===== src/rtl/spt_pkg.sv =====
// shared types, codes and tables of the temperature sensor poll sequencer
// no dependencies; the modules in rtl refer to it by scoped names
package spt_pkg;

    // read lengths of the sensor transfers
    localparam int CALIB_BLOCK_LEN = 26;
    localparam int MEAS_BURST_LEN  = 8;
    localparam int HUM1_LEN        = 1;
    localparam int HUM26_LEN       = 7;

    // configuration port
    localparam int CFG_ADDR_W = 4;
    localparam logic [1:0] CFG_IDX_DEV_ADDR  = 2'd0;
    localparam logic [1:0] CFG_IDX_HUM_CTRL  = 2'd1;
    localparam logic [1:0] CFG_IDX_FILT_CFG  = 2'd2;
    localparam logic [1:0] CFG_IDX_MEAS_CTRL = 2'd3;

    localparam logic [6:0] DEV_ADDR_RST  = 7'h76;
    localparam logic [7:0] HUM_CTRL_RST  = 8'h01;
    localparam logic [7:0] FILT_CFG_RST  = 8'h00;
    localparam logic [7:0] MEAS_CTRL_RST = 8'h25;

    // sensor register addresses
    localparam logic [7:0] REG_CALIB     = 8'h88;
    localparam logic [7:0] REG_HUM1      = 8'hA1;
    localparam logic [7:0] REG_HUM26     = 8'hE1;
    localparam logic [7:0] REG_CTRL_HUM  = 8'hF2;
    localparam logic [7:0] REG_CONFIG    = 8'hF5;
    localparam logic [7:0] REG_CTRL_MEAS = 8'hF4;
    localparam logic [7:0] REG_BURST     = 8'hF7;

    // bus sequence codes, as reported on state_code
    localparam logic [4:0] ST_INIT      = 5'd0;
    localparam logic [4:0] ST_IDLE      = 5'd1;
    localparam logic [4:0] ST_CAL_PTR   = 5'd2;
    localparam logic [4:0] ST_CAL_RD    = 5'd3;
    localparam logic [4:0] ST_H1_PTR    = 5'd4;
    localparam logic [4:0] ST_H1_RD     = 5'd5;
    localparam logic [4:0] ST_H26_PTR   = 5'd6;
    localparam logic [4:0] ST_H26_RD    = 5'd7;
    localparam logic [4:0] ST_CAL_DONE  = 5'd8;
    localparam logic [4:0] ST_HUM_WR    = 5'd9;
    localparam logic [4:0] ST_HUM_WT    = 5'd10;
    localparam logic [4:0] ST_CFG_WR    = 5'd11;
    localparam logic [4:0] ST_CFG_WT    = 5'd12;
    localparam logic [4:0] ST_MEAS_WR   = 5'd13;
    localparam logic [4:0] ST_MEAS_WT   = 5'd14;
    localparam logic [4:0] ST_BURST_PTR = 5'd15;
    localparam logic [4:0] ST_BURST_RD  = 5'd16;

    // read targets
    localparam logic [1:0] TGT_NONE = 2'd0;
    localparam logic [1:0] TGT_CAL  = 2'd1;
    localparam logic [1:0] TGT_HUM  = 2'd2;
    localparam logic [1:0] TGT_MEAS = 2'd3;

    // request kinds
    localparam logic [1:0] KIND_PTR = 2'd0;
    localparam logic [1:0] KIND_WR  = 2'd1;
    localparam logic [1:0] KIND_RD  = 2'd2;

    // item actions
    localparam logic ACT_TICK = 1'b0;
    localparam logic ACT_BYTE = 1'b1;

    typedef struct packed {
        logic [6:0] dev_addr;
        logic [7:0] hum_ctrl;
        logic [7:0] filt_cfg;
        logic [7:0] meas_ctrl;
    } cfg_t;

    typedef struct packed {
        logic       action;
        logic       i2c_busy;
        logic       i2c_accept;
        logic [7:0] rx_byte;
    } item_t;

    typedef struct packed {
        logic       valid;
        logic [1:0] kind;
        logic [6:0] dev_addr;
        logic [7:0] reg_addr;
        logic [7:0] wr_data;
        logic [4:0] rx_len;
    } req_t;

    typedef struct packed {
        logic       valid;
        logic [1:0] kind;
        logic [7:0] reg_addr;
        logic [7:0] wr_data;
        logic [4:0] rx_len;
        logic [1:0] tgt;
        logic [4:0] next;
    } seq_step_t;

    // stored calibration and raw measurement bytes, entry 0 in the low byte
    typedef struct packed {
        logic [5:0][7:0] calib;
        logic [2:0][7:0] raw;
    } meas_t;

    // microprogram
    localparam int UPC_W = 3;
    localparam logic [UPC_W-1:0] UPC_FETCH  = 3'd0;
    localparam logic [UPC_W-1:0] UPC_UPDATE = 3'd1;
    localparam logic [UPC_W-1:0] UPC_MUL_A  = 3'd2;
    localparam logic [UPC_W-1:0] UPC_MUL_D  = 3'd3;
    localparam logic [UPC_W-1:0] UPC_MUL_T3 = 3'd4;
    localparam logic [UPC_W-1:0] UPC_FINE   = 3'd5;
    localparam logic [UPC_W-1:0] UPC_EMIT   = 3'd6;

    typedef enum logic [1:0] {
        MUL_NONE  = 2'd0,
        MUL_A_T2  = 2'd1,
        MUL_D_D   = 2'd2,
        MUL_Q_T3  = 2'd3
    } mul_sel_t;

    typedef enum logic [1:0] {
        COND_ALWAYS = 2'd0,
        COND_IN     = 2'd1,
        COND_OUT    = 2'd2
    } cond_t;

    typedef struct packed {
        mul_sel_t         mul_sel;
        logic             upd;
        logic             ld_var1;
        logic             ld_fine;
        logic             emit;
        cond_t            cond;
        logic [UPC_W-1:0] target;
    } uop_t;

    // strobes from the sequencer to the datapath
    typedef struct packed {
        logic     take;
        logic     update;
        mul_sel_t mul_sel;
        logic     ld_var1;
        logic     ld_fine;
        logic     emit;
    } seq_ctl_t;

    // control store: a step stays put until its condition holds, then jumps
    function automatic uop_t uop_rom(input logic [UPC_W-1:0] upc);
        uop_t u;
        u = '{mul_sel: MUL_NONE, upd: 1'b0, ld_var1: 1'b0, ld_fine: 1'b0,
              emit: 1'b0, cond: COND_ALWAYS, target: UPC_FETCH};
        unique case (upc)
            UPC_FETCH:
            begin
                u.cond   = COND_IN;
                u.target = UPC_UPDATE;
            end
            UPC_UPDATE:
            begin
                u.upd    = 1'b1;
                u.target = UPC_MUL_A;
            end
            UPC_MUL_A:
            begin
                u.mul_sel = MUL_A_T2;
                u.target  = UPC_MUL_D;
            end
            UPC_MUL_D:
            begin
                u.mul_sel = MUL_D_D;
                u.ld_var1 = 1'b1;
                u.target  = UPC_MUL_T3;
            end
            UPC_MUL_T3:
            begin
                u.mul_sel = MUL_Q_T3;
                u.target  = UPC_FINE;
            end
            UPC_FINE:
            begin
                u.ld_fine = 1'b1;
                u.target  = UPC_EMIT;
            end
            UPC_EMIT:
            begin
                u.emit   = 1'b1;
                u.cond   = COND_OUT;
                u.target = UPC_FETCH;
            end
            default:
            begin
                u.target = UPC_FETCH;
            end
        endcase
        return u;
    endfunction

    // one tick of the bus sequence: request presented and state to go to
    function automatic seq_step_t seq_table(input logic [4:0] st, input logic busy,
                                            input cfg_t cfg);
        seq_step_t s;
        s = '0;
        s.next = st;
        unique case (st)
            ST_INIT:
            begin
                if (!busy)
                    s.next = ST_CAL_PTR;
            end
            ST_CAL_PTR:
            begin
                // presented without waiting for a free bus
                s.valid = 1'b1; s.kind = KIND_PTR; s.reg_addr = REG_CALIB;
                s.next = ST_CAL_RD;
            end
            ST_CAL_RD:
            begin
                if (!busy)
                begin
                    s.valid = 1'b1; s.kind = KIND_RD; s.rx_len = 5'(CALIB_BLOCK_LEN);
                    s.tgt = TGT_CAL; s.next = ST_H1_PTR;
                end
            end
            ST_H1_PTR:
            begin
                if (!busy)
                begin
                    s.valid = 1'b1; s.kind = KIND_PTR; s.reg_addr = REG_HUM1;
                    s.next = ST_H1_RD;
                end
            end
            ST_H1_RD:
            begin
                if (!busy)
                begin
                    s.valid = 1'b1; s.kind = KIND_RD; s.rx_len = 5'(HUM1_LEN);
                    s.tgt = TGT_HUM; s.next = ST_H26_PTR;
                end
            end
            ST_H26_PTR:
            begin
                if (!busy)
                begin
                    s.valid = 1'b1; s.kind = KIND_PTR; s.reg_addr = REG_HUM26;
                    s.next = ST_H26_RD;
                end
            end
            ST_H26_RD:
            begin
                if (!busy)
                begin
                    s.valid = 1'b1; s.kind = KIND_RD; s.rx_len = 5'(HUM26_LEN);
                    s.tgt = TGT_HUM; s.next = ST_CAL_DONE;
                end
            end
            ST_CAL_DONE:
            begin
                s.next = ST_HUM_WR;
            end
            ST_HUM_WR:
            begin
                if (!busy)
                begin
                    s.valid = 1'b1; s.kind = KIND_WR; s.reg_addr = REG_CTRL_HUM;
                    s.wr_data = cfg.hum_ctrl; s.next = ST_HUM_WT;
                end
            end
            ST_HUM_WT:
            begin
                if (!busy)
                    s.next = ST_CFG_WR;
            end
            ST_CFG_WR:
            begin
                if (!busy)
                begin
                    s.valid = 1'b1; s.kind = KIND_WR; s.reg_addr = REG_CONFIG;
                    s.wr_data = cfg.filt_cfg; s.next = ST_CFG_WT;
                end
            end
            ST_CFG_WT:
            begin
                if (!busy)
                    s.next = ST_MEAS_WR;
            end
            ST_MEAS_WR:
            begin
                if (!busy)
                begin
                    s.valid = 1'b1; s.kind = KIND_WR; s.reg_addr = REG_CTRL_MEAS;
                    s.wr_data = cfg.meas_ctrl; s.next = ST_MEAS_WT;
                end
            end
            ST_MEAS_WT:
            begin
                if (!busy)
                    s.next = ST_BURST_PTR;
            end
            ST_BURST_PTR:
            begin
                if (!busy)
                begin
                    s.valid = 1'b1; s.kind = KIND_PTR; s.reg_addr = REG_BURST;
                    s.next = ST_BURST_RD;
                end
            end
            ST_BURST_RD:
            begin
                if (!busy)
                begin
                    s.valid = 1'b1; s.kind = KIND_RD; s.rx_len = 5'(MEAS_BURST_LEN);
                    s.tgt = TGT_MEAS; s.next = ST_IDLE;
                end
            end
            ST_IDLE:
            begin
                s.next = ST_MEAS_WR;
            end
            default:
            begin
                s.next = ST_INIT;
            end
        endcase
        return s;
    endfunction

endpackage


===== src/rtl/spt_item_if.sv =====
// input item channel of the poll sequencer: valid/ready plus the item fields
// depends on nothing
interface spt_item_if;
    logic       valid;
    logic       ready;
    logic       action;
    logic       i2c_busy;
    logic       i2c_accept;
    logic [7:0] rx_byte;

    modport source (output valid, output action, output i2c_busy, output i2c_accept,
                    output rx_byte, input ready);
    modport sink   (input valid, input action, input i2c_busy, input i2c_accept,
                    input rx_byte, output ready);
endinterface


===== src/rtl/spt_result_if.sv =====
// result channel of the poll sequencer: valid/ready plus the result fields
// depends on nothing
interface spt_result_if;
    logic               valid;
    logic               ready;
    logic               req_valid;
    logic [1:0]         req_kind;
    logic [6:0]         dev_addr;
    logic [7:0]         reg_addr;
    logic [7:0]         wr_data;
    logic [4:0]         rx_len;
    logic [4:0]         state_code;
    logic               temp_valid;
    logic signed [31:0] temperature;

    modport source (output valid, output req_valid, output req_kind, output dev_addr,
                    output reg_addr, output wr_data, output rx_len, output state_code,
                    output temp_valid, output temperature, input ready);
    modport sink   (input valid, input req_valid, input req_kind, input dev_addr,
                    input reg_addr, input wr_data, input rx_len, input state_code,
                    input temp_valid, input temperature, output ready);
endinterface


===== src/rtl/spt_cfg_regs.sv =====
// apb-style configuration registers of the poll sequencer
// depends on spt_pkg for the register indexes, reset values and cfg_t
module spt_cfg_regs (
    input  logic                           clk,
    input  logic                           rst_n,
    input  logic                           psel,
    input  logic                           penable,
    input  logic                           pwrite,
    input  logic [spt_pkg::CFG_ADDR_W-1:0] paddr,
    input  logic [31:0]                    pwdata,
    output logic [31:0]                    prdata,
    output logic                           pready,
    output spt_pkg::cfg_t                  cfg
);

    spt_pkg::cfg_t cfg_reg;
    spt_pkg::cfg_t cfg_next;
    logic [1:0]    idx;
    logic          wr_en;

    assign idx    = paddr[3:2];
    assign wr_en  = psel && penable && pwrite;
    assign pready = 1'b1;
    assign cfg    = cfg_reg;

    always_comb
    begin
        cfg_next = cfg_reg;
        if (wr_en)
        begin
            unique case (idx)
                spt_pkg::CFG_IDX_DEV_ADDR:  cfg_next.dev_addr  = pwdata[6:0];
                spt_pkg::CFG_IDX_HUM_CTRL:  cfg_next.hum_ctrl  = pwdata[7:0];
                spt_pkg::CFG_IDX_FILT_CFG:  cfg_next.filt_cfg  = pwdata[7:0];
                spt_pkg::CFG_IDX_MEAS_CTRL: cfg_next.meas_ctrl = pwdata[7:0];
            endcase
        end
    end

    always_comb
    begin
        unique case (idx)
            spt_pkg::CFG_IDX_DEV_ADDR:  prdata = {25'd0, cfg_reg.dev_addr};
            spt_pkg::CFG_IDX_HUM_CTRL:  prdata = {24'd0, cfg_reg.hum_ctrl};
            spt_pkg::CFG_IDX_FILT_CFG:  prdata = {24'd0, cfg_reg.filt_cfg};
            spt_pkg::CFG_IDX_MEAS_CTRL: prdata = {24'd0, cfg_reg.meas_ctrl};
        endcase
    end

    always_ff @(posedge clk or negedge rst_n)
    begin
        if (!rst_n)
        begin
            cfg_reg.dev_addr  <= spt_pkg::DEV_ADDR_RST;
            cfg_reg.hum_ctrl  <= spt_pkg::HUM_CTRL_RST;
            cfg_reg.filt_cfg  <= spt_pkg::FILT_CFG_RST;
            cfg_reg.meas_ctrl <= spt_pkg::MEAS_CTRL_RST;
        end
        else
        begin
            cfg_reg <= cfg_next;
        end
    end

endmodule


===== src/rtl/spt_useq.sv =====
// microprogram sequencer: step counter, control store lookup, conditional jumps
// depends on spt_pkg for the control word, the control store and seq_ctl_t
module spt_useq (
    input  logic                      clk,
    input  logic                      rst_n,
    input  logic                      in_valid,
    input  logic                      out_free,
    output logic                      in_ready,
    output spt_pkg::seq_ctl_t         ctl,
    output logic [spt_pkg::UPC_W-1:0] upc
);

    logic [spt_pkg::UPC_W-1:0] upc_reg;
    logic [spt_pkg::UPC_W-1:0] upc_next;
    spt_pkg::uop_t             uop;
    logic                      cond_ok;

    assign uop = spt_pkg::uop_rom(upc_reg);
    assign upc = upc_reg;

    always_comb
    begin
        unique case (uop.cond)
            spt_pkg::COND_ALWAYS: cond_ok = 1'b1;
            spt_pkg::COND_IN:     cond_ok = in_valid;
            spt_pkg::COND_OUT:    cond_ok = out_free;
            default:              cond_ok = 1'b0;
        endcase
    end

    assign upc_next = cond_ok ? uop.target : upc_reg;
    assign in_ready = (uop.cond == spt_pkg::COND_IN);

    always_comb
    begin
        ctl.take    = in_ready && in_valid;
        ctl.update  = uop.upd;
        ctl.mul_sel = uop.mul_sel;
        ctl.ld_var1 = uop.ld_var1;
        ctl.ld_fine = uop.ld_fine;
        ctl.emit    = uop.emit && out_free;
    end

    always_ff @(posedge clk or negedge rst_n)
    begin
        if (!rst_n)
            upc_reg <= spt_pkg::UPC_FETCH;
        else
            upc_reg <= upc_next;
    end

endmodule


===== src/rtl/spt_link.sv =====
// bus sequence and receive side: sequence state, read target, byte count,
// stored calibration and raw temperature bytes; depends on spt_pkg
module spt_link (
    input  logic               clk,
    input  logic               rst_n,
    input  logic               update,
    input  spt_pkg::item_t     item,
    input  spt_pkg::cfg_t      cfg,
    output spt_pkg::req_t      req,
    output logic [4:0]         state_code,
    output logic               meas_seen,
    output spt_pkg::meas_t     meas
);

    logic [4:0]      state_reg, state_next;
    logic [1:0]      tgt_reg, tgt_next;
    logic [4:0]      count_reg, count_next;
    logic            seen_reg, seen_next;
    spt_pkg::req_t   req_reg, req_next;
    logic [5:0][7:0] calib_reg;
    logic [2:0][7:0] raw_reg;

    spt_pkg::seq_step_t step;
    logic [5:0]         cnt_inc;
    logic [5:0]         rd_len;
    logic               last_byte;
    logic               calib_we;
    logic               raw_we;
    logic [1:0]         raw_idx;
    logic [4:0]         raw_off;

    assign step      = spt_pkg::seq_table(state_reg, item.i2c_busy, cfg);
    assign cnt_inc   = {1'b0, count_reg} + 6'd1;
    assign rd_len    = (tgt_reg == spt_pkg::TGT_CAL) ? 6'(spt_pkg::CALIB_BLOCK_LEN)
                                                     : 6'(spt_pkg::MEAS_BURST_LEN);
    assign last_byte = (cnt_inc >= rd_len);
    assign raw_off   = count_reg - 5'd3;
    assign raw_idx   = raw_off[1:0];

    always_comb
    begin
        state_next = state_reg;
        tgt_next   = tgt_reg;
        count_next = count_reg;
        seen_next  = seen_reg;
        req_next   = req_reg;
        calib_we   = 1'b0;
        raw_we     = 1'b0;
        if (update)
        begin
            req_next = '0;
            if (item.action == spt_pkg::ACT_TICK)
            begin
                req_next.valid    = step.valid;
                req_next.kind     = step.kind;
                req_next.dev_addr = step.valid ? cfg.dev_addr : 7'd0;
                req_next.reg_addr = step.reg_addr;
                req_next.wr_data  = step.wr_data;
                req_next.rx_len   = step.rx_len;
                // a presented request moves on only once the bus takes it
                if (!step.valid || item.i2c_accept)
                    state_next = step.next;
                if (step.valid && item.i2c_accept && step.kind == spt_pkg::KIND_RD)
                begin
                    tgt_next   = step.tgt;
                    count_next = 5'd0;
                end
            end
            else
            begin
                priority if (tgt_reg == spt_pkg::TGT_NONE)
                begin
                    // stray beat with no read open
                end
                else if (tgt_reg == spt_pkg::TGT_HUM)
                begin
                    if (count_reg != 5'd31)
                        count_next = count_reg + 5'd1;
                end
                else
                begin
                    if (tgt_reg == spt_pkg::TGT_CAL)
                        calib_we = (count_reg < 5'd6);
                    else
                        raw_we = (count_reg >= 5'd3) && (count_reg < 5'd6);
                    if (last_byte)
                    begin
                        if (tgt_reg == spt_pkg::TGT_MEAS)
                            seen_next = 1'b1;
                        tgt_next   = spt_pkg::TGT_NONE;
                        count_next = 5'd0;
                    end
                    else
                    begin
                        count_next = cnt_inc[4:0];
                    end
                end
            end
        end
    end

    always_ff @(posedge clk or negedge rst_n)
    begin
        if (!rst_n)
        begin
            state_reg <= spt_pkg::ST_INIT;
            tgt_reg   <= spt_pkg::TGT_NONE;
            count_reg <= 5'd0;
            seen_reg  <= 1'b0;
        end
        else
        begin
            state_reg <= state_next;
            tgt_reg   <= tgt_next;
            count_reg <= count_next;
            seen_reg  <= seen_next;
        end
    end

    always_ff @(posedge clk)
    begin
        req_reg <= req_next;
        if (calib_we)
            calib_reg[count_reg[2:0]] <= item.rx_byte;
        if (raw_we)
            raw_reg[raw_idx] <= item.rx_byte;
    end

    assign req        = req_reg;
    assign state_code = state_reg;
    assign meas_seen  = seen_reg;
    assign meas.calib = calib_reg;
    assign meas.raw   = raw_reg;

endmodule


===== src/rtl/spt_comp_dp.sv =====
// temperature compensation datapath: one shared 32x32 multiplier, wrapping
// 32-bit arithmetic, stepped by the microprogram; depends on spt_pkg
module spt_comp_dp (
    input  logic                clk,
    input  spt_pkg::seq_ctl_t   ctl,
    input  spt_pkg::meas_t      meas,
    output logic signed [31:0]  temperature
);

    logic [19:0] adc;
    logic [15:0] t1;
    logic [31:0] t2, t3;
    logic [31:0] a_term, d_term;
    logic [31:0] op_a, op_b;
    logic [31:0] prod_reg, prod_next;
    logic [31:0] var1_reg;
    logic [31:0] fine_reg;
    logic [31:0] q_term;
    logic [31:0] var2;
    logic [31:0] fine5;

    assign adc = {meas.raw[0], meas.raw[1], meas.raw[2][7:4]};
    assign t1  = {meas.calib[1], meas.calib[0]};
    assign t2  = {{16{meas.calib[3][7]}}, meas.calib[3], meas.calib[2]};
    assign t3  = {{16{meas.calib[5][7]}}, meas.calib[5], meas.calib[4]};

    assign a_term = {15'd0, adc[19:3]} - {15'd0, t1, 1'b0};
    assign d_term = {16'd0, adc[19:4]} - {16'd0, t1};
    assign q_term = 32'($signed(prod_reg) >>> 12);
    assign var2   = 32'($signed(prod_reg) >>> 14);

    always_comb
    begin
        unique case (ctl.mul_sel)
            spt_pkg::MUL_A_T2:
            begin
                op_a = a_term;
                op_b = t2;
            end
            spt_pkg::MUL_D_D:
            begin
                op_a = d_term;
                op_b = d_term;
            end
            spt_pkg::MUL_Q_T3:
            begin
                op_a = q_term;
                op_b = t3;
            end
            default:
            begin
                op_a = 32'd0;
                op_b = 32'd0;
            end
        endcase
    end

    // low half of the product only, so signedness does not matter
    assign prod_next = 32'(op_a * op_b);

    always_ff @(posedge clk)
    begin
        if (ctl.mul_sel != spt_pkg::MUL_NONE)
            prod_reg <= prod_next;
        if (ctl.ld_var1)
            var1_reg <= 32'($signed(prod_reg) >>> 11);
        if (ctl.ld_fine)
            fine_reg <= var1_reg + var2;
    end

    // fine * 5 + 128, then arithmetic shift by eight
    assign fine5       = fine_reg + {fine_reg[29:0], 2'b00} + 32'd128;
    assign temperature = $signed(fine5) >>> 8;

endmodule


===== src/rtl/sensor_poll_temp_compensator_unit.sv =====
// top level of the temperature sensor poll sequencer with compensation
// depends on spt_pkg, spt_item_if, spt_result_if, spt_cfg_regs, spt_useq,
// spt_link and spt_comp_dp
//
// Each input beat (a tick or one received bus byte) yields exactly one result
// beat carrying the bus request presented on that tick, the sequence state
// afterwards and the compensated temperature in 0.01 C (zero until the first
// measurement burst has arrived). The microprogram takes no new item until
// the result of the current one is loaded, and it walks the shared 32x32
// multiplier three times for each compensation. A new item is taken while
// the previous result still waits in the output register; the sequencer
// holds on its final step only if that register is still full. Nothing
// needs clearing after reset.
// Registers (apb, 32-bit data): 0x0 device address, 0x4 humidity control
// byte, 0x8 filter config byte, 0xc measurement control byte; write them
// only while no item is in flight.
module sensor_poll_temp_compensator_unit (
    input  logic                           clk,
    input  logic                           rst_n,
    spt_item_if.sink                       item,
    spt_result_if.source                   result,
    input  logic                           psel,
    input  logic                           penable,
    input  logic                           pwrite,
    input  logic [spt_pkg::CFG_ADDR_W-1:0] paddr,
    input  logic [31:0]                    pwdata,
    output logic [31:0]                    prdata,
    output logic                           pready
);

    spt_pkg::cfg_t             cfg;
    spt_pkg::seq_ctl_t         ctl;
    spt_pkg::item_t            item_reg;
    spt_pkg::req_t             req;
    spt_pkg::meas_t            meas;
    logic [4:0]                state_code;
    logic                      meas_seen;
    logic signed [31:0]        temp;
    logic                      out_free;
    logic [spt_pkg::UPC_W-1:0] upc;

    logic               out_valid_reg, out_valid_next;
    spt_pkg::req_t      out_req_reg;
    logic [4:0]         out_state_reg;
    logic               out_tvalid_reg;
    logic signed [31:0] out_temp_reg;

    assign out_free = !out_valid_reg || result.ready;

    spt_cfg_regs u_cfg (
        .clk     (clk),
        .rst_n   (rst_n),
        .psel    (psel),
        .penable (penable),
        .pwrite  (pwrite),
        .paddr   (paddr),
        .pwdata  (pwdata),
        .prdata  (prdata),
        .pready  (pready),
        .cfg     (cfg)
    );

    spt_useq u_useq (
        .clk      (clk),
        .rst_n    (rst_n),
        .in_valid (item.valid),
        .out_free (out_free),
        .in_ready (item.ready),
        .ctl      (ctl),
        .upc      (upc)
    );

    spt_link u_link (
        .clk        (clk),
        .rst_n      (rst_n),
        .update     (ctl.update),
        .item       (item_reg),
        .cfg        (cfg),
        .req        (req),
        .state_code (state_code),
        .meas_seen  (meas_seen),
        .meas       (meas)
    );

    spt_comp_dp u_dp (
        .clk         (clk),
        .ctl         (ctl),
        .meas        (meas),
        .temperature (temp)
    );

    // input beat latch
    always_ff @(posedge clk)
    begin
        if (ctl.take)
        begin
            item_reg.action     <= item.action;
            item_reg.i2c_busy   <= item.i2c_busy;
            item_reg.i2c_accept <= item.i2c_accept;
            item_reg.rx_byte    <= item.rx_byte;
        end
    end

    always_comb
    begin
        out_valid_next = out_valid_reg;
        if (ctl.emit)
            out_valid_next = 1'b1;
        else if (result.ready)
            out_valid_next = 1'b0;
    end

    always_ff @(posedge clk or negedge rst_n)
    begin
        if (!rst_n)
            out_valid_reg <= 1'b0;
        else
            out_valid_reg <= out_valid_next;
    end

    always_ff @(posedge clk)
    begin
        if (ctl.emit)
        begin
            out_req_reg    <= req;
            out_state_reg  <= state_code;
            out_tvalid_reg <= meas_seen;
            out_temp_reg   <= meas_seen ? temp : 32'sd0;
        end
    end

    assign result.valid       = out_valid_reg;
    assign result.req_valid   = out_req_reg.valid;
    assign result.req_kind    = out_req_reg.kind;
    assign result.dev_addr    = out_req_reg.dev_addr;
    assign result.reg_addr    = out_req_reg.reg_addr;
    assign result.wr_data     = out_req_reg.wr_data;
    assign result.rx_len      = out_req_reg.rx_len;
    assign result.state_code  = out_state_reg;
    assign result.temp_valid  = out_tvalid_reg;
    assign result.temperature = out_temp_reg;

`ifndef ASSERT_OFF
    // one beat in, then the microprogram runs before the next is taken
    a_take_then_busy: assert property (@(posedge clk) disable iff (!rst_n)
        item.valid && item.ready |=> !item.ready)
        else $error("input taken twice in a row");

    // a result appears only from the final microprogram step
    a_emit_from_last_step: assert property (@(posedge clk) disable iff (!rst_n)
        $rose(result.valid) |-> $past(upc) == spt_pkg::UPC_EMIT)
        else $error("result loaded outside the final step");

    a_temp_zero_before_valid: assert property (@(posedge clk) disable iff (!rst_n)
        result.valid && !result.temp_valid |-> result.temperature == 32'sd0)
        else $error("temperature not zero before first burst");

    a_no_request_fields: assert property (@(posedge clk) disable iff (!rst_n)
        result.valid && !result.req_valid |->
            result.req_kind == spt_pkg::KIND_PTR && result.dev_addr == 7'd0 &&
            result.reg_addr == 8'd0 && result.rx_len == 5'd0)
        else $error("request fields set without a request");
`endif

endmodule

===== src/flat_wrapper.sv =====
// flat-port wrapper written by rule: the top's interface ports become plain ports
module sensor_poll_temp_compensator_unit_flat 
  (clk, rst_n, psel, penable, pwrite, paddr, pwdata, prdata, pready, item_valid, item_action, item_i2c_busy, item_i2c_accept, item_rx_byte, item_ready, result_valid, result_req_valid, result_req_kind, result_dev_addr, result_reg_addr, result_wr_data, result_rx_len, result_state_code, result_temp_valid, result_temperature, result_ready);
  spt_item_if item_i ();
  spt_result_if result_i ();
  input  logic clk;
  input  logic rst_n;
  input  logic psel;
  input  logic penable;
  input  logic pwrite;
  input  logic [spt_pkg::CFG_ADDR_W-1:0] paddr;
  input  logic [31:0] pwdata;
  output logic [31:0] prdata;
  output logic pready;
  input wire logic [$bits(item_i.valid)-1:0] item_valid;
  input wire logic [$bits(item_i.action)-1:0] item_action;
  input wire logic [$bits(item_i.i2c_busy)-1:0] item_i2c_busy;
  input wire logic [$bits(item_i.i2c_accept)-1:0] item_i2c_accept;
  input wire logic [$bits(item_i.rx_byte)-1:0] item_rx_byte;
  output wire logic [$bits(item_i.ready)-1:0] item_ready;
  output wire logic [$bits(result_i.valid)-1:0] result_valid;
  output wire logic [$bits(result_i.req_valid)-1:0] result_req_valid;
  output wire logic [$bits(result_i.req_kind)-1:0] result_req_kind;
  output wire logic [$bits(result_i.dev_addr)-1:0] result_dev_addr;
  output wire logic [$bits(result_i.reg_addr)-1:0] result_reg_addr;
  output wire logic [$bits(result_i.wr_data)-1:0] result_wr_data;
  output wire logic [$bits(result_i.rx_len)-1:0] result_rx_len;
  output wire logic [$bits(result_i.state_code)-1:0] result_state_code;
  output wire logic [$bits(result_i.temp_valid)-1:0] result_temp_valid;
  output wire logic [$bits(result_i.temperature)-1:0] result_temperature;
  input wire logic [$bits(result_i.ready)-1:0] result_ready;
  assign item_i.valid = item_valid;
  assign item_i.action = item_action;
  assign item_i.i2c_busy = item_i2c_busy;
  assign item_i.i2c_accept = item_i2c_accept;
  assign item_i.rx_byte = item_rx_byte;
  assign item_ready = item_i.ready;
  assign result_valid = result_i.valid;
  assign result_req_valid = result_i.req_valid;
  assign result_req_kind = result_i.req_kind;
  assign result_dev_addr = result_i.dev_addr;
  assign result_reg_addr = result_i.reg_addr;
  assign result_wr_data = result_i.wr_data;
  assign result_rx_len = result_i.rx_len;
  assign result_state_code = result_i.state_code;
  assign result_temp_valid = result_i.temp_valid;
  assign result_temperature = result_i.temperature;
  assign result_i.ready = result_ready;
  sensor_poll_temp_compensator_unit u_core (.clk(clk), .rst_n(rst_n), .item(item_i), .result(result_i), .psel(psel), .penable(penable), .pwrite(pwrite), .paddr(paddr), .pwdata(pwdata), .prdata(prdata), .pready(pready));
endmodule

===== config.mk =====
export PLATFORM = sky130hd
export DESIGN_NAME = sensor_poll_temp_compensator_unit_flat
export DESIGN_NICKNAME = d
export VERILOG_FILES = /design/src/rtl/spt_pkg.sv /design/src/rtl/spt_item_if.sv /design/src/rtl/spt_result_if.sv /design/src/rtl/spt_cfg_regs.sv /design/src/rtl/spt_useq.sv /design/src/rtl/spt_link.sv /design/src/rtl/spt_comp_dp.sv /design/src/rtl/sensor_poll_temp_compensator_unit.sv /design/src/flat_wrapper.sv
export SDC_FILE = /design/constraint.sdc
export NUM_CORES = 1
export LEC_CHECK = 0
export ABC_AREA = 1
export BUFFER_PORTS_ARGS = -buffer_cell sky130_fd_sc_hd__buf_2
export CORE_AREA = 2 2 435 221
export CTS_CLUSTER_DIAMETER = 60
export DETAILED_ROUTE_END_ITERATION = 6
export DIE_AREA = 0 0 437 223
export PLACE_DENSITY = 0.42
export SLEW_MARGIN = 20
export SYNTH_ARGS = -nofsm -noshare
export SYNTH_HDL_FRONTEND = slang
export SYNTH_SLANG_ARGS = --single-unit
export TNS_END_PERCENT = 30

===== constraint.sdc =====
create_clock -name clk -period 9.3 [get_ports clk]
set_clock_uncertainty 0.05 [all_clocks]
set_input_delay 0.465 -clock clk [delete_from_list [all_inputs] [get_ports clk]]
set_output_delay 0.465 -clock clk [all_outputs]
set_load 0.01 [all_outputs]

; ---- Word-level counts from Yosys, hierarchy flattened
; Cells that the tools add are included.
; W data, S select, Z words.
[totals]
register_bits = 308
in_bits = 54
output_inout_bits = 104
wordCells = 212
[classes]
addsub = 8
n_mul = 1
magnitude_cmp = 7
eq_ne = 53
n_mux = 67
n_bitwise = 4
reduce_logical = 31
[ops]
columns = operator, n
row1 = $pmux W32 S3, 2
row2 = $pmux W32 S4, 1
row3 = $mux W5, 17
row4 = $pmux W5 S17, 1
row5 = $mux W19, 3
row6 = $pmux W8 S7, 1
row7 = $bwmux W48, 1
row8 = $mux W11, 4
row9 = $eq A5 B4 Y1 const B, 8
row10 = $ne A2 B2 Y1 const B, 17
row11 = $add A32 B32 Y32, 1
row12 = $add A32 B8 Y32 const B, 1
row13 = $mul A32 B32 Y32, 1
row14 = $pmux W7 S4, 1
row15 = $bwmux W24, 1
row16 = $demux W8 S3, 1
row17 = $mux W8, 3
row18 = $pmux W3 S8, 1
row19 = $pmux W8 S3, 1
row20 = $add A21 B18 Y22, 1
row21 = $eq A5 B3 Y1 const B, 4
row22 = $pmux W3 S6, 1
row23 = $sub A17 B17 Y18, 1
row24 = $reduce_and A17 Y1, 1
row25 = 44 further kinds, 97

; ---- Longest topological paths before layout
; Gate-level depths: netlist (run 1).
[depth]
depth_word = 7
depth_mapped = 47
ltp_nobuf = 46

; ---- Modules after synthesis
; From an unflattened synthesis (run 1), not the netlist that was laid out.
[hier_totals]
hier_cells = 3338
hier_area_um2 = 29588.4
[by_module_without_submodules]
columns = module, instances, cells_per_inst, area_each_um2, seq_area_each_um2
row1 = spt_comp_dp, 1, 2499, 19840.3, 1921.8
row2 = spt_link, 1, 435, 5059.9, 3418.3
row3 = sensor_poll_temp_compensator_unit, 1, 152, 2716.4, 2427.3
row4 = spt_cfg_regs, 1, 216, 1736.7, 787.0
row5 = spt_useq, 1, 36, 235.2, 75.1

; ---- Least setup slack after synthesis (run 1)
; Ideal clock, no wire load.
[synth_path]
path_type = flip-flop to flip-flop
startpoint = reg u_core.u_link.calib_reg, in the netlist u_core.u_link.meas[24]
endpoint = reg u_core.u_dp.prod_reg[31], data pin
arrival_ns = 7.868
required_ns = 8.997
setup_slack_ns = 1.129
path_stages_with_launch = 38
n_path_buf = 1
synth_period_minus_slack_ns = 8.171
cell_sequence = edfxtp_1 > ha_1 > fa_1 > inv_1 > nand3_1 > nand3_1 > nand3_1 > nand2_1 > xor2_1 > a32o_1 > nor2_1 > clkbuf_1 > nor2_1 > inv_1 > fa_1 > inv_1 > fa_1 > inv_1 > [2 not listed] > fa_1 > inv_1 > fa_1 > inv_1 > fa_1 > fa_1 > fa_1 > ha_1 > a21oi_1 > nor3_1 > a2111oi_0 > nand2_1 > a21oi_2 > nand3_1 > nand2_1 > inv_1 > nand3_1 > nand2_1
[synth_between]
elab_chain_len = 3
word_cells_on_any_way = 5
[synth_lines]
columns = element, line
row1 = from (decl), spt_link.sv:20  ; logic [5:0][7:0] calib_reg;
row2 = "from (signal, indexed assignment)", spt_link.sv:124  ; calib_reg[count_reg[2:0]] <= item.rx_byte;
row3 = $sub A17 B17 Y18 or $sub A16 B16 Y17 (tied branches), "spt_comp_dp.sv:27, spt_comp_dp.sv:28"
row4 = $pmux W32 S3, spt_comp_dp.sv:34  ; unique case (ctl.mul_sel)
row5 = $mul A32 B32 Y32 (*), spt_comp_dp.sv:59  ; assign prod_next = 32'(op_a * op_b);
row6 = net u_core.u_dp.prod_next[31], spt_comp_dp.sv:15  ; logic [31:0] prod_reg, prod_next;
row7 = to (signal assigned), spt_comp_dp.sv:64  ; prod_reg <= prod_next;
row8 = to (decl), spt_comp_dp.sv:15
; The timed path passes the listed nets; every way through them passes the cells marked *.
; A chain may end at the register's enable or synchronous reset.

; ---- Final worst setup path (run 1)
[layout_path]
startpoint = reg u_core.u_link.raw_reg, in the netlist u_core.u_link.meas[10]
endpoint = reg u_core.u_dp.prod_reg[30], data pin
[layout_between]
elab_chain_len = 3
word_cells_on_any_way = 5
[layout_lines]
columns = element, line
row1 = from (decl), spt_link.sv:21  ; logic [2:0][7:0] raw_reg;
row2 = "from (signal, indexed assignment)", spt_link.sv:126  ; raw_reg[raw_idx] <= item.rx_byte;
row3 = $sub A17 B17 Y18 or $sub A16 B16 Y17 (tied branches), "spt_comp_dp.sv:27, spt_comp_dp.sv:28"
row4 = $pmux W32 S3, spt_comp_dp.sv:34
row5 = $mul A32 B32 Y32 (*), spt_comp_dp.sv:59
row6 = net u_core.u_dp.prod_next[30], spt_comp_dp.sv:15
; Marked as above.

==> metrics, run 1 <==
critical path class flop to flop; status complete, no violations; CTS sink count 280; Synth Area in Compound Gates 6.087%; Arr. time, crit path 9170 ps; Worst R2R Setup Slack 390 ps; Startpoint Class flop; CP Depth 33; DPL Wire Length around 77000 um; Async S/R FF share, synth 17.14%; min cycle time layout 8906 ps; routed len/inst 19.75 um; worst hold path class primary input to flop; Peak Freq 0.1123 GHz; Synth Area in XOR/XNOR 1.917%; gpl congestion 0.9197; all-layer global routing usage a little under a fifth; share of cells above drive strength 1 under 10%; Remaining DRCs 0; mean number of vias per cell approximately 4.5; worst setup path startpoint u_core.u_link.meas[10]; Layout fillers about 10000; final setup violation count 0; Design Area, Final 0.03124 sq mm; synth top area cells fa_1 (26%), edfxtp_1 (25%), inv_1 (11%), ha_1 (8.9%), nand2_1 (8.6%); Distinct cells, synth 59; area growth from synthesis to layout 12.09%; Die Wd 437 um; max reg flops 65; worst skew pair latency 560 ps; Yosys reg bits 280; Total Nets Final 3886; WP data required roughly 9600 ps; core area 0.09409 sq mm; Syn Inst Count around 3100; DRT Pass-1 Iters 5; 1st-iter DRT viols between 1500 and 2000; Placed Cells 4510; multiplexer share of the synthesized area 0%; Worst Tran Pin Value 911.8 ps; Worst path most repeated cell nand2_1; Post-Synth Simple-Gate Area 14.86%; global-route wire length before repair 135100 um; Root Buffer clkbuf_16; Max Root-Sink Buffers 3; final hold violation count 0; max_cap viols 0; Crit Path Max Fanout 6; Top delay family on crit path adder cells; die area 0.09745 sq mm; Starting Density 29.62%; crit-path max cell delay 570 ps; Post CTS Setup Buffer Count 0; slowest CP cell fa_1; ANT nets after route 0; commonest non-fill, non-tap cell in the layout inv_1; DR vias 20360; register area share after synthesis 29.35%; most frequent cells in the layout inv_1 (784), nand2_1 (632), fa_1 (367); post-synthesis adder-cell area fraction a little over a third; final wirelength 89990 um; initial antenna violation count 1; Mapped Area between 0.02 and 0.03 sq mm; CTS H-tree depth 1; CTS clk-pin slew, worst paths 70 ps; largest net degree at the start of global routing 62; reg2reg end u_core.u_dp.prod_reg[30]; total congestion overflow 0; vias in the first global route 20130; Slew Limit Headroom 38.99%; largest area contributor in the netlist fa_1; Max Slew Vio Count 0; combinational family with the most area after synthesis adder cells; CTS Buf Count 24; io pins 158; period utilisation layout 95.76%; post-synth top area share about a quarter; TritonCTS clock tree yes; Non-Filler Instances 4556; EDFF count, synth 232; Worst Setup EP u_core.u_dp.prod_reg[30]; Avg Inst Size Synth 9.011 sq um; CP Capture Type flop; crit path buf inv count 7; Rows 80; R2R Path Start u_core.u_link.meas[10]; Placement Cell Area ~0.03 sq mm; ys flop type edfxtp_1; worst reg2reg path depth 33; IO buf count 106; final core utilization between 30% and 40%; die height 223 um; Yosys warnings 0
layer usage:
| metal | global-route usage [%] | routed length (um) | vias up |
|---|---|---|---|
| li1 | - | - | 9728 |
| met1 | 33.04 | 50620 | 9926 |
| met2 | 19.55 | 27300 | 666 |
| met3 | 8.477 | 11530 | 43 |
| met4 | 1.112 | 536 | 0 |
| met5 | 0 | 0 | - |
stage by stage:
step           hold slack [ps]  setup TNS [ps]  setup slack [ps]
2_1_floorplan            119.4               0              1129
3_3_place_gp             356.5               0             218.2
3_5_place_dp             354.5               0             76.52
4_1_cts                  5.208               0             43.68
5_1_grt                  6.620          -24.04            -24.03
6_report                 31.83               0             393.9
layout make-up:
class                      count  area, sq um  area share [%]
antenna                        1        2.502        0.008010
tap                         1271         1590           5.090
inverter                     801         3015           9.652
multi-input combinational   1955        16400           52.49
timing repair buffer         204         1269           4.061
clock inverter                11        131.4          0.4205
clock buffer                  33        655.6           2.099
sequential                   280         8179           26.18
worst min path at each step:
stage | slack, ps | cells after the start | end | startpoint
global placement | 360 | 0 | u_core.result.dev_addr[2] | u_core.u_link.req[23]
CTS | 5 | 1 | u_core.item_reg[2] | item_rx_byte[2]
detailed placement | 350 | 0 | u_core.result.dev_addr[0] | u_core.u_link.req[21]
floorplan | 120 | 0 | u_core.result.valid | rst_n
finish | 30 | 1 | u_core.item_reg[1] | item_rx_byte[1]
global route | 7 | 1 | u_core.item_reg[2] | item_rx_byte[2]
synthesized netlist by cell type (all sizes together), types with 9 or more instances:
library cell,number
o211ai,13
nand4,15
ha,198
o21ai,89
o21a,12
nor2,246
dfrtp,39
a21oi,100
fa,368
nor3,21
buf,49
inv,795
a31oi,12
nand2,647
a22o,17
clkbuf,31
xnor2,19
nand3,77
edfxtp,232
dfstp,9
xor2,42
logic make-up (layout without fill, tap and decap cells):
| group | Yosys count | after routing |
|---|---|---|
| AND/OR/NAND/NOR | 1022 | 1022 |
| buffers and inverters | 881 | 1049 |
| adder cells (fa/ha/maj) | 566 | 566 |
| AO/OA/AOI/OAI | 281 | 281 |
| flip-flops | 280 | 280 |
| XOR/XNOR | 61 | 61 |
| other | 2 | 26 |
timing repair:
| item | CTS | global route |
|---|---|---|
| hold buffers | 1 | 0 |
| endpoints found under the setup margin | 0 | 3 |
| resized for setup | 0 | 22 |
| endpoints found under the hold margin | 22 | 0 |
Power of run 1 is not shown: default switching activity piles up to over one toggle a cycle in this logic, so the estimate is an artifact.
==> run 2: changes to the inputs <==
--- a/config.mk
+++ b/config.mk
@@ -7,11 +7,11 @@
 export LEC_CHECK = 0
 export ABC_AREA = 1
 export BUFFER_PORTS_ARGS = -buffer_cell sky130_fd_sc_hd__buf_2
-export CORE_AREA = 2 2 435 221
+export CORE_AREA = 2 2 476 242
 export CTS_CLUSTER_DIAMETER = 60
 export DETAILED_ROUTE_END_ITERATION = 6
-export DIE_AREA = 0 0 437 223
-export PLACE_DENSITY = 0.42
+export DIE_AREA = 0 0 478 244
+export PLACE_DENSITY = 0.36
 export SLEW_MARGIN = 20
 export SYNTH_ARGS = -nofsm -noshare
 export SYNTH_HDL_FRONTEND = slang
==> metrics, run 2 (synthesized netlist as in run 1, its figures left out) <==
final wirelength 87020 um (-3.3%); CTS clk-pin slew, worst paths 70 ps (about the same); Arr. time, crit path 9240 ps (+70 ps); DPL Wire Length 73620 um (-4.5%); routed len/inst 17.73 um (-10%); Placement Cell Area 0.03139 sq mm (+3.4%); share of cells above drive strength 1 12.51% (+3.3 points); setup ws final 335.2 ps (-58.63 ps); CP Capture Type flop; CTS H-tree depth 1 (unchanged); Root Buffer clkbuf_16; CTS Buf Count 30 (+25%); total congestion overflow 0 (unchanged); largest net degree at the start of global routing 49 (-21%); DRT Pass-1 Iters 5 (unchanged); Worst path most repeated cell fa_1; critical path class flop to flop; initial antenna violation count 3 (+2); max reg flops 65 (unchanged); global-route wire length before repair 134200 um (-0.67%); worst skew pair latency 630 ps (+70 ps); Design Area, Final 0.03268 sq mm (+4.6%); Peak Freq 0.1115 GHz (-0.65%); Worst Tran Pin Value 923.2 ps (+11.31 ps); DR vias 20590 (+1.1%); crit path buf inv count 8 (+1); io pins 158 (unchanged); gpl congestion 0.8655 (-5.9%); Placed Cells 4842 (+7.4%); vias in the first global route 22020 (+9.4%); post-placement setup slack 135.6 ps (+59.10 ps); worst hold slack 86.00 ps (+54.17 ps); Slew Limit Headroom 38.23% (-0.76 points); final setup violation count 0 (unchanged); Startpoint Class flop; status complete, no violations; Top delay family on crit path adder cells; worst hold path class primary input to flop; die height 244 um (+9.4%); CTS sink count 280 (unchanged); min cycle time layout 8965 ps (+58.63 ps); Die Wd 478 um (+9.4%); Max Slew Vio Count 0 (unchanged); Max Root-Sink Buffers 3 (unchanged); slowest CP cell fa_1; max_cap viols 0 (unchanged); Remaining DRCs 0 (unchanged); WP data required 9580 ps (+20 ps); IO buf count 106 (unchanged); Rows 87 (+8.8%); core area 0.1120 sq mm (+19%); mean number of vias per cell 4.195 (-6.2%); most frequent cells in the layout inv_1 (783), nand2_1 (631), fa_1 (365); 1st-iter DRT viols 1164 (-39%); all-layer global routing usage 15.08% (-3.7 points); final hold violation count 0 (unchanged); crit-path max cell delay 560 ps (about the same); period utilisation layout 96.40% (+0.63 points); Starting Density 24.88% (-4.7 points); commonest non-fill, non-tap cell in the layout inv_1; ANT nets after route 0 (unchanged); TritonCTS clock tree yes; die area 0.1166 sq mm (+20%); Crit Path Max Fanout 15 (+9); ANT cells 0 (-1); Non-Filler Instances 4909 (+7.7%); area growth from synthesis to layout 17.24%; Total Nets Final 3994 (+2.8%)
run 2: cell types whose count changed in the layout (fill, tap and decap cells not counted), moves of 4 or more:
cell / delta
nand3_1: -5
buf_4: +84
nor2_2: +8
buf_12: +4
clkbuf_16: +5
clkbuf_1: -4
clkinvlp_4: +4
nor2_1: -7
clkinv_8: +4
nand3_2: +5
dlygate4sd3_1: +12
run 2: final timing paths:
check,from,to,slack [ps],depth (start not counted)
max reg2reg,u_core.u_link.meas[24],u_core.u_dp.prod_reg[29],340,33
max,u_core.u_link.meas[24],u_core.u_dp.prod_reg[29],340,33
max in group asynchronous,rst_n,u_core.result.valid,8150,3
min in group asynchronous,rst_n,u_core.u_cfg.cfg[3],470,3
min,pwdata[5],u_core.u_cfg.cfg[29],90,3
min reg2reg,u_core.u_link.req[12],u_core.result.wr_data[7],360,0
run 2: routing by layer:
metal  GRT usage [%]  vias to the layer above  wire length (um)
met2           24.50                      313             39320
met5               0                        -                 0
met1           21.56                    10230             42590
met3           1.932                       97              3453
li1                -                     9952                 -
met4           2.848                        0              1661
run 2: timing repair:
item / in CTS / in global routing
resized for setup: 0 / 40
hold endpoints to repair: 47 / 0
hold buffers: 13 / 0
buffers inserted: 0 / 0
endpoints found under the setup margin: 0 / 3
run 2: final cells by class:
class / instances / area, sq um
fillers: 12050 / 79330
clock buffers: 34 / 765.7
inverters: 801 / 3014
clock inverters: 20 / 245.2
flip-flops and latches: 280 / 8179
repair buffers: 306 / 2122
multi-input cells: 1955 / 16460
well taps: 1513 / 1893
run 2: worst register-to-register path: cells and delay by family, from the launching register on:
kind            cells  cell delay [ps]
xor+xnor            2              310
flops               1              360
buf+inv             8             1060
simple gates       11             1840
fa+ha+maj          11             4930
compound gates      1               90
run 2: per-stage QoR:
step / util [%] / setup TNS [ps]
CTS: 29.05 / 0
finish: 29.17 / 0
global route: 29.17 / -32.01
detailed placement: 28.03 / 0
global placement: 28.03 / 0
floorplan: - / 0
Power of run 2 is left out for the same reason.
